<file path="src/hw/rtl/ffba_pkg.sv">
// Shared types and constants of the first-fit block allocator.
package ffba_pkg;

    localparam int SIZE_W = 29;
    localparam int ADDR_W = 32;
    localparam int REQ_W = 28;
    localparam int MERGE_W = 6;
    localparam int CFG_IDX_W = 2;

    localparam logic [CFG_IDX_W-1:0] CFG_HEAP_BASE = 2'd0;
    localparam logic [CFG_IDX_W-1:0] CFG_HEAP_BYTES = 2'd1;

    localparam logic MODE_ALLOC = 1'b0;
    localparam logic MODE_FREE = 1'b1;

    localparam logic [MERGE_W-1:0] MERGE_MAX = 6'd63;
    localparam logic [ADDR_W-1:0] ROUND_ADD = 32'd7;
    localparam logic [SIZE_W-1:0] ROUND_MASK = ~29'd7;
    // split only when the remainder exceeds header plus 8 bytes
    localparam int SPLIT_SLACK = 9;

    localparam logic [ADDR_W-1:0] HEAP_BASE_RESET = 32'hE000_0000;
    localparam logic [SIZE_W-1:0] HEAP_BYTES_RESET = 29'd65536;

    typedef enum logic [1:0] {
        STAT_OK      = 2'd0,
        STAT_NOFIT   = 2'd1,
        STAT_INVALID = 2'd2
    } status_t;

    typedef enum logic {
        ALU_ADD = 1'b0,
        ALU_SUB = 1'b1
    } alu_op_t;

    typedef struct packed {
        alu_op_t           op;
        logic [ADDR_W-1:0] a;
        logic [ADDR_W-1:0] b;
    } alu_in_t;

    typedef struct packed {
        logic [ADDR_W-1:0] res;
        logic              carry;   // carry out on add, borrow on subtract
        logic              zero;
    } alu_out_t;

    typedef struct packed {
        logic [SIZE_W-1:0] start;
        logic [SIZE_W-1:0] size;
        logic              free;
    } block_entry_t;

    typedef struct packed {
        logic              mode;
        logic [REQ_W-1:0]  request_size;
        logic [ADDR_W-1:0] pointer;
    } alloc_req_t;

    typedef struct packed {
        status_t            status;
        logic [ADDR_W-1:0]  address;
        logic [SIZE_W-1:0]  granted_size;
        logic [MERGE_W-1:0] merges;
    } alloc_rsp_t;

    typedef enum logic [4:0] {
        S_INIT,
        S_IDLE,
        S_A_NEED,
        S_A_RD,
        S_A_CMP,
        S_A_CHK,
        S_SH_RD,
        S_SH_WR,
        S_A_SPL1,
        S_A_SPL2,
        S_A_SPL3,
        S_A_TAKE,
        S_A_ADR1,
        S_A_ADR2,
        S_F_OFF1,
        S_F_OFF2,
        S_F_RANGE,
        S_F_RD,
        S_F_CMP,
        S_F_MARK,
        S_F_NXT,
        S_F_NXT_CMP,
        S_F_ABS,
        S_F_PRV,
        S_F_PRV_CMP,
        S_F_PABS,
        S_RM_RD,
        S_RM_WR,
        S_DONE
    } state_t;

endpackage

</file>
<file path="src/hw/rtl/first_fit_block_allocator_unit.sv">
// Top level of the first-fit block allocator: sequencer, registers and result stage.
//
// Requests arrive on req (valid/ready): mode 0 allocates request_size bytes,
// mode 1 frees pointer. Each request that no cfg write cuts short yields exactly one item on rsp
// (valid/ready) with status, address, granted_size and merges.
// The cfg channel writes heap_base (index 0) or heap_bytes (index 1); any
// such write rebuilds the table as one free block. cfg_ready is always high.
// Requests are taken one at a time; req_ready is high only while idle.
// Allocate: the first-fit search walks the table entries in order, and a split
// moves the entries behind the found block up by one to open a slot.
// Free: the search walks the entries to find the header, and each merge
// moves the entries behind it down by one to close the gap.
// All table walks go through the block memory, with its one write port and
// one read port, and the one shared adder.
// After reset, and after every cfg write, the block writes the first table
// entry in state S_INIT before it accepts a request.
// A finished result waits in the rsp register; a new request is accepted
// meanwhile, and its result is held back until the receiver takes the old one.
module first_fit_block_allocator_unit #(
    parameter int MAX_BLOCKS = 32,
    parameter int HEADER_BYTES = 16
) (
    input  logic                           clk,
    input  logic                           rst_n,
    input  logic                           req_valid,
    output logic                           req_ready,
    input  ffba_pkg::alloc_req_t           req,
    output logic                           rsp_valid,
    input  logic                           rsp_ready,
    output ffba_pkg::alloc_rsp_t           rsp,
    input  logic                           cfg_valid,
    output logic                           cfg_ready,
    input  logic [ffba_pkg::CFG_IDX_W-1:0] cfg_index,
    input  logic [ffba_pkg::ADDR_W-1:0]    cfg_data
);
    import ffba_pkg::*;

    localparam int IDX_W = $clog2(MAX_BLOCKS);
    localparam int CNT_W = $clog2(MAX_BLOCKS + 1);
    localparam logic [ADDR_W-1:0] HDR = ADDR_W'(HEADER_BYTES);
    localparam logic [ADDR_W-1:0] SPLIT_MIN = ADDR_W'(HEADER_BYTES + SPLIT_SLACK);
    localparam logic [CNT_W-1:0] CNT_MAX = CNT_W'(MAX_BLOCKS);

    state_t             state_reg, state_next;
    logic [ADDR_W-1:0]  heap_base_reg, heap_base_next;
    logic [SIZE_W-1:0]  heap_bytes_reg, heap_bytes_next;
    logic [CNT_W-1:0]   count_reg, count_next;
    logic               rsp_valid_reg, rsp_valid_next;

    logic [IDX_W-1:0]   idx_reg, idx_next;
    logic [IDX_W-1:0]   j_reg, j_next;
    logic [SIZE_W-1:0]  need_reg, need_next;
    logic [SIZE_W-1:0]  rest_reg, rest_next;
    logic [SIZE_W-1:0]  cur_start_reg, cur_start_next;
    logic [SIZE_W-1:0]  cur_size_reg, cur_size_next;
    logic [ADDR_W-1:0]  tmp_reg, tmp_next;
    logic [SIZE_W-1:0]  granted_reg, granted_next;
    logic [MERGE_W-1:0] merges_reg, merges_next;
    status_t            status_reg, status_next;
    logic [ADDR_W-1:0]  addr_reg, addr_next;
    logic               prev_phase_reg, prev_phase_next;
    alloc_req_t         req_reg, req_next;
    alloc_rsp_t         rsp_reg, rsp_next;

    alu_in_t            alu_in;
    alu_out_t           alu_out;
    logic               wr_en;
    logic [IDX_W-1:0]   wr_addr;
    logic [IDX_W-1:0]   rd_addr;
    block_entry_t       wr_data;
    block_entry_t       rd_data;

    logic               cfg_hit;
    logic               idx_last;
    logic               nxt_last;
    logic               j_last_rm;
    logic               j_at_slot;
    logic [MERGE_W-1:0] merges_inc;

    ffba_alu u_alu (
        .alu_in  (alu_in),
        .alu_out (alu_out)
    );

    ffba_table #(
        .DEPTH (MAX_BLOCKS),
        .IDX_W (IDX_W)
    ) u_table (
        .clk     (clk),
        .wr_en   (wr_en),
        .wr_addr (wr_addr),
        .wr_data (wr_data),
        .rd_addr (rd_addr),
        .rd_data (rd_data)
    );

    assign req_ready = (state_reg == S_IDLE) && !cfg_valid;
    assign cfg_ready = 1'b1;
    assign rsp_valid = rsp_valid_reg;
    assign rsp = rsp_reg;

    always_comb
    begin
        case (cfg_index)
            CFG_HEAP_BASE:  cfg_hit = cfg_valid;
            CFG_HEAP_BYTES: cfg_hit = cfg_valid;
            default:        cfg_hit = 1'b0;
        endcase
    end

    assign idx_last = (CNT_W'(idx_reg) + CNT_W'(1)) == count_reg;
    assign nxt_last = idx_last;
    assign j_last_rm = (CNT_W'(j_reg) + CNT_W'(1)) == count_reg;
    assign j_at_slot = CNT_W'(j_reg) == (CNT_W'(idx_reg) + CNT_W'(1));
    assign merges_inc = (merges_reg == MERGE_MAX) ? merges_reg : merges_reg + MERGE_W'(1);

    // next state
    always_comb
    begin
        state_next = state_reg;
        case (state_reg)
            S_INIT:      state_next = S_IDLE;
            S_IDLE:
            begin
                if (req_valid && req_ready)
                begin
                    state_next = (req.mode == MODE_FREE) ? S_F_OFF1 : S_A_NEED;
                end
            end
            S_A_NEED:    state_next = S_A_RD;
            S_A_RD:      state_next = S_A_CMP;
            S_A_CMP:
            begin
                if (rd_data.free && !alu_out.carry)
                begin
                    state_next = S_A_CHK;
                end
                else if (idx_last)
                begin
                    state_next = S_DONE;
                end
                else
                begin
                    state_next = S_A_RD;
                end
            end
            S_A_CHK:
            begin
                state_next = (!alu_out.carry && count_reg != CNT_MAX) ? S_SH_RD : S_A_TAKE;
            end
            S_SH_RD:     state_next = j_at_slot ? S_A_SPL1 : S_SH_WR;
            S_SH_WR:     state_next = S_SH_RD;
            S_A_SPL1:    state_next = S_A_SPL2;
            S_A_SPL2:    state_next = S_A_SPL3;
            S_A_SPL3:    state_next = S_A_TAKE;
            S_A_TAKE:    state_next = S_A_ADR1;
            S_A_ADR1:    state_next = S_A_ADR2;
            S_A_ADR2:    state_next = S_DONE;
            S_F_OFF1:    state_next = S_F_OFF2;
            S_F_OFF2:    state_next = S_F_RANGE;
            S_F_RANGE:   state_next = alu_out.carry ? S_F_RD : S_DONE;
            S_F_RD:      state_next = S_F_CMP;
            S_F_CMP:
            begin
                if (alu_out.zero)
                begin
                    state_next = S_F_MARK;
                end
                else if (idx_last)
                begin
                    state_next = S_DONE;
                end
                else
                begin
                    state_next = S_F_RD;
                end
            end
            S_F_MARK:    state_next = S_F_NXT;
            S_F_NXT:     state_next = nxt_last ? S_F_PRV : S_F_NXT_CMP;
            S_F_NXT_CMP: state_next = rd_data.free ? S_F_ABS : S_F_PRV;
            S_F_ABS:     state_next = S_RM_RD;
            S_F_PRV:     state_next = (idx_reg == '0) ? S_DONE : S_F_PRV_CMP;
            S_F_PRV_CMP: state_next = rd_data.free ? S_F_PABS : S_DONE;
            S_F_PABS:    state_next = S_RM_RD;
            S_RM_RD:
            begin
                if (j_last_rm)
                begin
                    state_next = prev_phase_reg ? S_DONE : S_F_NXT;
                end
                else
                begin
                    state_next = S_RM_WR;
                end
            end
            S_RM_WR:     state_next = S_RM_RD;
            S_DONE:
            begin
                if (!rsp_valid_reg || rsp_ready)
                begin
                    state_next = S_IDLE;
                end
            end
            default:     state_next = S_INIT;
        endcase
        if (cfg_hit)
        begin
            state_next = S_INIT;
        end
    end

    // shared adder and table port controls
    always_comb
    begin
        alu_in = '{op: ALU_ADD, a: '0, b: '0};
        rd_addr = idx_reg;
        wr_en = 1'b0;
        wr_addr = idx_reg;
        wr_data = rd_data;
        case (state_reg)
            S_INIT:
            begin
                alu_in = '{op: ALU_SUB, a: ADDR_W'(heap_bytes_reg), b: HDR};
                wr_en = 1'b1;
                wr_addr = '0;
                wr_data = '{start: '0,
                            size: alu_out.carry ? '0 : alu_out.res[SIZE_W-1:0],
                            free: 1'b1};
            end
            S_A_NEED:
            begin
                alu_in = '{op: ALU_ADD, a: ADDR_W'(req_reg.request_size), b: ROUND_ADD};
            end
            S_A_CMP:
            begin
                alu_in = '{op: ALU_SUB, a: ADDR_W'(rd_data.size), b: ADDR_W'(need_reg)};
            end
            S_A_CHK:
            begin
                alu_in = '{op: ALU_SUB, a: ADDR_W'(rest_reg), b: SPLIT_MIN};
            end
            S_SH_RD:
            begin
                rd_addr = j_reg - IDX_W'(1);
            end
            S_SH_WR:
            begin
                wr_en = 1'b1;
                wr_addr = j_reg;
                wr_data = rd_data;
            end
            S_A_SPL1:
            begin
                alu_in = '{op: ALU_ADD, a: ADDR_W'(cur_start_reg), b: ADDR_W'(need_reg)};
            end
            S_A_SPL2:
            begin
                alu_in = '{op: ALU_ADD, a: tmp_reg, b: HDR};
            end
            S_A_SPL3:
            begin
                alu_in = '{op: ALU_SUB, a: ADDR_W'(rest_reg), b: HDR};
                wr_en = 1'b1;
                wr_addr = idx_reg + IDX_W'(1);
                wr_data = '{start: tmp_reg[SIZE_W-1:0],
                            size: alu_out.res[SIZE_W-1:0],
                            free: 1'b1};
            end
            S_A_TAKE:
            begin
                wr_en = 1'b1;
                wr_data = '{start: cur_start_reg, size: cur_size_reg, free: 1'b0};
            end
            S_A_ADR1:
            begin
                alu_in = '{op: ALU_ADD, a: heap_base_reg, b: ADDR_W'(cur_start_reg)};
            end
            S_A_ADR2:
            begin
                alu_in = '{op: ALU_ADD, a: tmp_reg, b: HDR};
            end
            S_F_OFF1:
            begin
                alu_in = '{op: ALU_SUB, a: req_reg.pointer, b: HDR};
            end
            S_F_OFF2:
            begin
                alu_in = '{op: ALU_SUB, a: tmp_reg, b: heap_base_reg};
            end
            S_F_RANGE:
            begin
                alu_in = '{op: ALU_SUB, a: tmp_reg, b: ADDR_W'(heap_bytes_reg)};
            end
            S_F_CMP:
            begin
                alu_in = '{op: ALU_SUB, a: ADDR_W'(rd_data.start), b: tmp_reg};
            end
            S_F_MARK:
            begin
                wr_en = 1'b1;
                wr_data = '{start: cur_start_reg, size: cur_size_reg, free: 1'b1};
            end
            S_F_NXT:
            begin
                rd_addr = idx_reg + IDX_W'(1);
            end
            S_F_NXT_CMP:
            begin
                alu_in = '{op: ALU_ADD, a: ADDR_W'(cur_size_reg), b: ADDR_W'(rd_data.size)};
            end
            S_F_ABS:
            begin
                alu_in = '{op: ALU_ADD, a: tmp_reg, b: HDR};
                wr_en = 1'b1;
                wr_data = '{start: cur_start_reg,
                            size: alu_out.res[SIZE_W-1:0],
                            free: 1'b1};
            end
            S_F_PRV:
            begin
                rd_addr = idx_reg - IDX_W'(1);
            end
            S_F_PRV_CMP:
            begin
                alu_in = '{op: ALU_ADD, a: ADDR_W'(rd_data.size), b: ADDR_W'(cur_size_reg)};
            end
            S_F_PABS:
            begin
                // cur_start holds the predecessor's start here
                alu_in = '{op: ALU_ADD, a: tmp_reg, b: HDR};
                wr_en = 1'b1;
                wr_addr = idx_reg - IDX_W'(1);
                wr_data = '{start: cur_start_reg,
                            size: alu_out.res[SIZE_W-1:0],
                            free: 1'b1};
            end
            S_RM_RD:
            begin
                rd_addr = j_reg + IDX_W'(1);
            end
            S_RM_WR:
            begin
                wr_en = 1'b1;
                wr_addr = j_reg;
                wr_data = rd_data;
            end
            default:
            begin
                wr_en = 1'b0;
            end
        endcase
    end

    // register updates
    always_comb
    begin
        heap_base_next = heap_base_reg;
        heap_bytes_next = heap_bytes_reg;
        count_next = count_reg;
        rsp_valid_next = rsp_valid_reg;
        idx_next = idx_reg;
        j_next = j_reg;
        need_next = need_reg;
        rest_next = rest_reg;
        cur_start_next = cur_start_reg;
        cur_size_next = cur_size_reg;
        tmp_next = tmp_reg;
        granted_next = granted_reg;
        merges_next = merges_reg;
        status_next = status_reg;
        addr_next = addr_reg;
        prev_phase_next = prev_phase_reg;
        req_next = req_reg;
        rsp_next = rsp_reg;

        if (rsp_valid_reg && rsp_ready)
        begin
            rsp_valid_next = 1'b0;
        end

        case (state_reg)
            S_INIT:
            begin
                count_next = CNT_W'(1);
            end
            S_IDLE:
            begin
                if (req_valid && req_ready)
                begin
                    req_next = req;
                end
            end
            S_A_NEED:
            begin
                need_next = alu_out.res[SIZE_W-1:0] & ROUND_MASK;
                idx_next = '0;
            end
            S_A_CMP:
            begin
                if (rd_data.free && !alu_out.carry)
                begin
                    cur_start_next = rd_data.start;
                    cur_size_next = rd_data.size;
                    rest_next = alu_out.res[SIZE_W-1:0];
                end
                else if (idx_last)
                begin
                    status_next = STAT_NOFIT;
                    addr_next = '0;
                    granted_next = '0;
                    merges_next = '0;
                end
                else
                begin
                    idx_next = idx_reg + IDX_W'(1);
                end
            end
            S_A_CHK:
            begin
                j_next = count_reg[IDX_W-1:0];
            end
            S_SH_WR:
            begin
                j_next = j_reg - IDX_W'(1);
            end
            S_A_SPL1:
            begin
                tmp_next = alu_out.res;
            end
            S_A_SPL2:
            begin
                tmp_next = alu_out.res;
            end
            S_A_SPL3:
            begin
                count_next = count_reg + CNT_W'(1);
                cur_size_next = need_reg;
            end
            S_A_ADR1:
            begin
                tmp_next = alu_out.res;
            end
            S_A_ADR2:
            begin
                status_next = STAT_OK;
                addr_next = alu_out.res;
                granted_next = cur_size_reg;
                merges_next = '0;
            end
            S_F_OFF1:
            begin
                tmp_next = alu_out.res;
            end
            S_F_OFF2:
            begin
                tmp_next = alu_out.res;
            end
            S_F_RANGE:
            begin
                idx_next = '0;
                if (!alu_out.carry)
                begin
                    status_next = STAT_INVALID;
                    addr_next = '0;
                    granted_next = '0;
                    merges_next = '0;
                end
            end
            S_F_CMP:
            begin
                if (alu_out.zero)
                begin
                    cur_start_next = rd_data.start;
                    cur_size_next = rd_data.size;
                    granted_next = rd_data.size;
                end
                else if (idx_last)
                begin
                    status_next = STAT_INVALID;
                    addr_next = '0;
                    granted_next = '0;
                    merges_next = '0;
                end
                else
                begin
                    idx_next = idx_reg + IDX_W'(1);
                end
            end
            S_F_MARK:
            begin
                status_next = STAT_OK;
                addr_next = '0;
                merges_next = '0;
                prev_phase_next = 1'b0;
            end
            S_F_NXT_CMP:
            begin
                tmp_next = alu_out.res;
            end
            S_F_ABS:
            begin
                cur_size_next = alu_out.res[SIZE_W-1:0];
                merges_next = merges_inc;
                j_next = idx_reg + IDX_W'(1);
                prev_phase_next = 1'b0;
            end
            S_F_PRV_CMP:
            begin
                cur_start_next = rd_data.start;
                tmp_next = alu_out.res;
            end
            S_F_PABS:
            begin
                merges_next = merges_inc;
                j_next = idx_reg;
                prev_phase_next = 1'b1;
            end
            S_RM_RD:
            begin
                if (j_last_rm)
                begin
                    count_next = count_reg - CNT_W'(1);
                end
            end
            S_RM_WR:
            begin
                j_next = j_reg + IDX_W'(1);
            end
            S_DONE:
            begin
                if (!rsp_valid_reg || rsp_ready)
                begin
                    rsp_next = '{status: status_reg, address: addr_reg,
                                 granted_size: granted_reg, merges: merges_reg};
                    rsp_valid_next = 1'b1;
                end
            end
            default:
            begin
                count_next = count_reg;
            end
        endcase

        if (cfg_valid && cfg_ready)
        begin
            case (cfg_index)
                CFG_HEAP_BASE:  heap_base_next = cfg_data;
                CFG_HEAP_BYTES: heap_bytes_next = cfg_data[SIZE_W-1:0];
                default:        heap_base_next = heap_base_reg;
            endcase
        end
    end

    always_ff @(posedge clk or negedge rst_n)
    begin
        if (!rst_n)
        begin
            state_reg <= S_INIT;
            heap_base_reg <= HEAP_BASE_RESET;
            heap_bytes_reg <= HEAP_BYTES_RESET;
            count_reg <= CNT_W'(1);
            rsp_valid_reg <= 1'b0;
        end
        else
        begin
            state_reg <= state_next;
            heap_base_reg <= heap_base_next;
            heap_bytes_reg <= heap_bytes_next;
            count_reg <= count_next;
            rsp_valid_reg <= rsp_valid_next;
        end
    end

    always_ff @(posedge clk)
    begin
        idx_reg <= idx_next;
        j_reg <= j_next;
        need_reg <= need_next;
        rest_reg <= rest_next;
        cur_start_reg <= cur_start_next;
        cur_size_reg <= cur_size_next;
        tmp_reg <= tmp_next;
        granted_reg <= granted_next;
        merges_reg <= merges_next;
        status_reg <= status_next;
        addr_reg <= addr_next;
        prev_phase_reg <= prev_phase_next;
        req_reg <= req_next;
        rsp_reg <= rsp_next;
    end

endmodule

</file>
<file path="src/hw/rtl/ffba_alu.sv">
// Shared 32-bit add/subtract unit with carry and zero flags.
module ffba_alu (
    input  ffba_pkg::alu_in_t  alu_in,
    output ffba_pkg::alu_out_t alu_out
);
    import ffba_pkg::*;

    logic [ADDR_W:0] wide;

    always_comb
    begin
        case (alu_in.op)
            ALU_SUB: wide = {1'b0, alu_in.a} - {1'b0, alu_in.b};
            default: wide = {1'b0, alu_in.a} + {1'b0, alu_in.b};
        endcase
        alu_out.res = wide[ADDR_W-1:0];
        alu_out.carry = wide[ADDR_W];
        alu_out.zero = (wide[ADDR_W-1:0] == '0);
    end

endmodule

</file>
<file path="src/hw/rtl/ffba_table.sv">
// Block table memory: one write port, one registered read port.
module ffba_table #(
    parameter int DEPTH = 32,
    parameter int IDX_W = 5
) (
    input  logic                   clk,
    input  logic                   wr_en,
    input  logic [IDX_W-1:0]       wr_addr,
    input  ffba_pkg::block_entry_t wr_data,
    input  logic [IDX_W-1:0]       rd_addr,
    output ffba_pkg::block_entry_t rd_data
);
    import ffba_pkg::*;

    block_entry_t mem [DEPTH];

    always_ff @(posedge clk)
    begin
        if (wr_en)
        begin
            mem[wr_addr] <= wr_data;
        end
    end

    always_ff @(posedge clk)
    begin
        rd_data <= mem[rd_addr];
    end

endmodule

</file>
<file path="config.mk">
export PLATFORM = sky130hd
export DESIGN_NAME = first_fit_block_allocator_unit
export DESIGN_NICKNAME = d
export VERILOG_FILES = /design/src/hw/rtl/ffba_pkg.sv /design/src/hw/rtl/first_fit_block_allocator_unit.sv /design/src/hw/rtl/ffba_alu.sv /design/src/hw/rtl/ffba_table.sv
export SDC_FILE = /design/constraint.sdc
export NUM_CORES = 2
export LEC_CHECK = 0
export ABC_AREA = 1
export BUFFER_PORTS_ARGS = -buffer_cell sky130_fd_sc_hd__buf_4
export CAP_MARGIN = 20
export CORE_MARGIN = 2
export CORE_UTILIZATION = 55
export CTS_CLUSTER_DIAMETER = 30
export CTS_CLUSTER_SIZE = 20
export DETAILED_ROUTE_END_ITERATION = 16
export GPL_TIMING_DRIVEN = 0
export HOLD_SLACK_MARGIN = 0.06
export PLACE_DENSITY_LB_ADDON = 0.12
export SETUP_SLACK_MARGIN = 0.05
export SYNTH_ARGS = -nofsm -noshare
export SYNTH_HDL_FRONTEND = slang
export SYNTH_HIERARCHICAL = 1
export SYNTH_SLANG_ARGS = --single-unit
</file>
<file path="constraint.sdc">
create_clock -name clk -period 12 [get_ports clk]
set_input_delay 1.8 -clock clk [delete_from_list [all_inputs] [get_ports clk]]
set_output_delay 1.8 -clock clk [all_outputs]
set_load 0.01 [all_outputs]
</file>
Word-level counts from Yosys, hierarchy flattened --
Memory sizes are Yosys's and may differ from the RTL's. A register that Yosys moved wholly into a read port is not among the register bits. Index checks and enable logic that the tools add are counted.
Operators by class: eq/ne operators 45, reduce and logical (&&, ||, !) cells 47, add/sub/neg operators 11, mux-type cells 67
Operators by type and width (count):
- one-hot mux 65 bit (14 select lines) | 1
- one-hot mux 59 bit (5 select lines) | 1
- 2-to-1 mux 29 bit | 9
- one-hot mux 29 bit (4 select lines) | 2
- one-hot mux 32 bit (5 select lines) | 1
- one-hot mux 5 bit (27 select lines) | 1
- 2-to-1 mux 32 bit | 4
- one-hot mux 29 bit (3 select lines) | 1
- == test 5 bit, second input constant | 13
- == test 5 x 4 -> 1 bit, second input constant | 8
- 2-to-1 mux 5 bit | 8
- one-hot mux 5 bit (4 select lines) | 2
- 2-to-1 mux 6 bit | 6
- adder 32 x 32 -> 33 bit | 1
- 2-to-1 mux 33 bit | 1
- subtractor 32 x 32 -> 33 bit | 1
- logical NOT 32 bit | 1
- 2-to-1 mux 4 bit | 8
- one-hot mux 6 bit (5 select lines) | 1
- one-hot mux 5 bit (5 select lines) | 1
- == test 5 x 3 -> 1 bit, second input constant | 4
- != test 2 bit, second input constant | 9
- one-hot mux 6 bit (3 select lines) | 1
- one-hot mux 5 bit (3 select lines) | 1
- 38 further kinds | 84
Word-level totals: RAM bits 1888, word-level logic and storage cells 194, bits of input ports 100, output and inout bits 72, memories kept 1, register bits 427
Memories:
- u_table.mem | depth 32, width 59, rd ports 1, clocked after memory_dff 1, wr ports 1, RTL line ffba_table.sv:15 | block_entry_t mem [DEPTH];

Depth between registers and ports, before layout --
depth in word-level cells 10, mapped depth 43, depth with buffers taken out 42

By module --
The synthesis kept the hierarchy.
By module, submodules not included:
- ffba_table | instances 1, cells an instance 6476, area an instance 77181.5 µm²
- first_fit_block_allocator_unit | instances 1, cells an instance 2076, area an instance 21056.4 µm²
- ffba_alu | instances 1, cells an instance 726, area an instance 3480.8 µm²

Worst setup path before layout --
No wires, ideal clock.
path kind register to register, from register state_reg[0], to register granted_reg[0], enable pin, data arrival time 7.436 ns, setup slack 4.104 ns, cell stages (with the launch flop) 35, required time 11.541 ns, cell sequence dfrtp_1 -> buf_4 -> inv_1 -> nand2_1 -> nor2_2 -> nand2_1 -> inv_1 -> clkbuf_1 -> nor4_1 -> o2111ai_1 -> inv_1 -> ha_1 -> nand3_1 -> nor2_1 -> nand4_1 -> nor2_1 -> nand2_1 -> nor2_2 -> nand2_2 -> o21ai_1 -> xor2_1 -> ha_1 -> nand2_1 -> nor2_1 -> nand2_1 -> inv_1 -> a21oi_1 -> nand2_1 -> nand4_1 -> nand3_1 -> xnor2_1 -> nor2_1 -> nand2_1 -> inv_1 -> a211oi_1
RTL lines:
- start: declaration | RTL line first_fit_block_allocator_unit.sv:44 | state_t state_reg, state_next;
- start signal: assignment | RTL line first_fit_block_allocator_unit.sv:566 | state_reg <= state_next;
- end signal: assignment | RTL line first_fit_block_allocator_unit.sv:583 | granted_reg <= granted_next;
- end: declaration | RTL line first_fit_block_allocator_unit.sv:57 | logic [SIZE_W-1:0] granted_reg, granted_next;

==> out/qor.yml <==
path_clk_slew_ps: 50
fin_hold_ws_ps: 410
cts_sinks: 2374
status: "finished clean"
period_share_pct: 85.4
htree_levels: 5
drt-initial-drc-count: 11800
grt_usage_pct: 42.2
tightest_slew_ps: 1280
viasPerCell: 6.21
synthDistinctLibCells: 63
dp_slack_ps: 2320
cpMostUsedCell: "nand2_1"
startpoint_type: "register"
finClkSkew_ps: 125
coreArea_mm2: 0.183
ctsResizeCount: 0
antenna_found_initial: 29
grt_pass1_wl_um: 557000
clk_latency_ps: 1020
cp.required_ps: 12630
rsz0062_at_grt: "no"
ys_seq_area_share_pct: 69.2
drc: 0
final_max_slew_viol_count: 0
crit_fanout: 10
rr_endpoint: "cur_size_reg[23]$_DFFE_PP_"
ant_nets: 0
crit_end: "cur_size_reg[23]$_DFFE_PP_"
max_slew_margin_pct: 14.7
synth-seq-cells: 2374
crit_path_top_delay_cell: "a221oi_1"
io_buffers: 170
die_w_um: 434
grt_pass1_vias: 76900
cts_setup_buffers: 0
finalHoldViolCount: 0
syn_nets: 9423
drtPass1Iterations: 7
cap_violations: 0
grt_max_degree: 74
nNetsFinal: 10200
hpwl_um: 283000
cts_hold_buffers: 0
vias: 80400
die_area_mm2: 0.188
synth-main-ff-cell: "edfxtp_1"
core.rowCount: 157
synthToLayoutAreaGrowth_pct: 23.3
yosys_warnings: 6
cp-end-kind: "register"
synth_area_per_cell_um2: 11.0
worstPathArrival_ps: 10880
reg2reg_slack_ps: 1750
async_flop_share_pct: 3.07
wire_per_inst_um: 31.0
hold_path_class: "reg -> reg"
worstSetupStartpoint: "state_reg[0]$_DFFE_PN0P_"
tns_ps: 0
drive_gt1_share_pct: 15.5
die_h_um: 434
overflow: 0
synth_edf_count: 2242
fin_crit_ps: 10250
setup_viol: 0
worst_slack_ps: 1750
routabilityCongestion: 1.02
synth_cells: 9278
clock_path_buffers: 4
start_util_pct: 55.4
max_clock_freq_mhz: 97.6
ff2ff_path_depth: 35
wl_um: 401000
cts_tree: "yes"
cts_made_buffers: 458
r2r-start: "state_reg[0]$_DFFE_PN0P_"
crit_path_max_incr_delay_ps: 1080
path_class: "reg -> reg"
place_area_mm2: 0.110
ios: 172
fin_area_mm2: 0.125
synthesis.area_mm2: 0.102
clock-root-buffer: "clkbuf_16"
largest_register_ff_count: 1888
## cells in the mapped netlist, types with 6 or more instances
cell	n	share of area, %
clkbuf_1	115	0.42
nand3_1	1537	7.6
dfxtp_1	59	1.2
xnor2_1	16	0.14
inv_2	13	0.048
nor3_1	15	0.074
buf_2	316	1.6
a22oi_1	75	0.55
inv_1	457	1.7
dfrtp_1	68	1.7
nand4_1	37	0.23
nor2_2	9	0.055
nor4_1	6	0.037
nand2_1	3284	12
nand2_2	22	0.14
edfxtp_1	2242	66
ha_1	43	0.53
buf_6	19	0.21
a21oi_1	109	0.54
nand3b_1	12	0.089
nor2_1	244	0.90
a211oi_1	16	0.12
buf_1	42	0.15
nor2_4	7	0.077
o221ai_1	53	0.46
buf_4	28	0.21
a221oi_1	60	0.52
o22ai_1	71	0.44
o211ai_1	32	0.24
nand3_2	6	0.059
xor2_1	32	0.28
o2111ai_1	26	0.22
o21ai_0	147	0.72
## worst min-delay path by stage
stage | startpoint | end | slack [ps] | cells after the start
CTS | addr_reg[8]$_SDFFCE_PP0P_ | rsp[43]$_DFFE_PP_ | 410 | 0
finish | addr_reg[8]$_SDFFCE_PP0P_ | rsp[43]$_DFFE_PP_ | 410 | 0
detailed placement | addr_reg[2]$_SDFFCE_PP0P_ | rsp[37]$_DFFE_PP_ | 400 | 0
global route | addr_reg[2]$_SDFFCE_PP0P_ | rsp[37]$_DFFE_PP_ | 420 | 0
global placement | addr_reg[30]$_SDFFCE_PP0P_ | rsp[65]$_DFFE_PP_ | 400 | 0
floorplan | addr_reg[0]$_SDFFCE_PP0P_ | rsp[35]$_DFFE_PP_ | 400 | 0
## layout by cell type (no fill, tap or decap), types with 31 or more instances in the layout
cell type,netlist,final
nand2_1,3284,3284
edfxtp_1,2242,2242
nand3_1,1537,1537
clkbuf_16,0,466
inv_1,457,456
buf_2,316,316
nor2_1,244,211
buf_4,28,205
clkbuf_1,115,153
o21ai_0,147,146
a21oi_1,109,108
buf_12,0,85
o22ai_1,71,71
clkinv_1,2,71
dfrtp_1,68,68
buf_8,2,65
clkinv_2,1,64
a221oi_1,60,60
dfxtp_1,59,59
bufinv_16,0,53
clkinvlp_4,0,52
clkinv_4,0,48
a22oi_1,75,46
ha_1,43,43
buf_1,42,42
nor2_4,7,40
nand4_1,37,37
o211ai_1,32,32
inv_6,0,31
## per-layer routing
layer,part of all wire [%],GRT usage (%),vias up
li1,-,-,34100
met2,46,66.5,6192
met3,12,9.67,1319
met1,35,51.9,38700
met4,8.1,29.4,16
met5,0.028,0,-
## worst max-delay path: cells and delay by family, from the launching register on
| kind | cells | cell delay [ps] |
|---|---|---|
| flip-flops | 1 | 350 |
| XOR/XNOR | 1 | 230 |
| AO/OA/AOI/OAI | 4 | 1700 |
| buffers and inverters | 7 | 1640 |
| AND/OR/NAND/NOR | 22 | 5590 |
| adder cells (fa/ha/maj) | 1 | 340 |
## logic make-up (layout without fill, tap and decap cells)
kind of cell / Yosys count / count (layout) / share of synthesized area [%]
other cells: 1 / 22 / 0.00369
compound gates: 613 / 613 / 3.98
buf+inv: 1001 / 2183 / 4.36
simple gates: 5196 / 5196 / 21.5
xor+xnor: 48 / 48 / 0.413
fa+ha+maj: 45 / 45 / 0.568
flops: 2374 / 2374 / 69.2
## final cells by class
class	count	area, µm²
clock inverter	327	3400
sequential	2374	70300
tap	2464	3080
clock buffer	511	11900
fill	12900	58000
buffer	524	2640
antenna	21	52.6
multi-input combinational	5903	27800
inverter	477	1800
timing repair buffer	344	4410
## metrics by stage
| step | util (%) | std cells |
|---|---|---|
| CTS | 68.3 | 12900 |
| finish | 68.4 | 12900 |
| floorplan | - | 9278 |
| global route | 68.3 | 12900 |
| global placement | 57.8 | 11900 |
| detailed placement | 60.0 | 12100 |
Power is left out: the tool's default activity adds up to more than one toggle a clock period on the data nets, which glitch-free logic cannot reach.
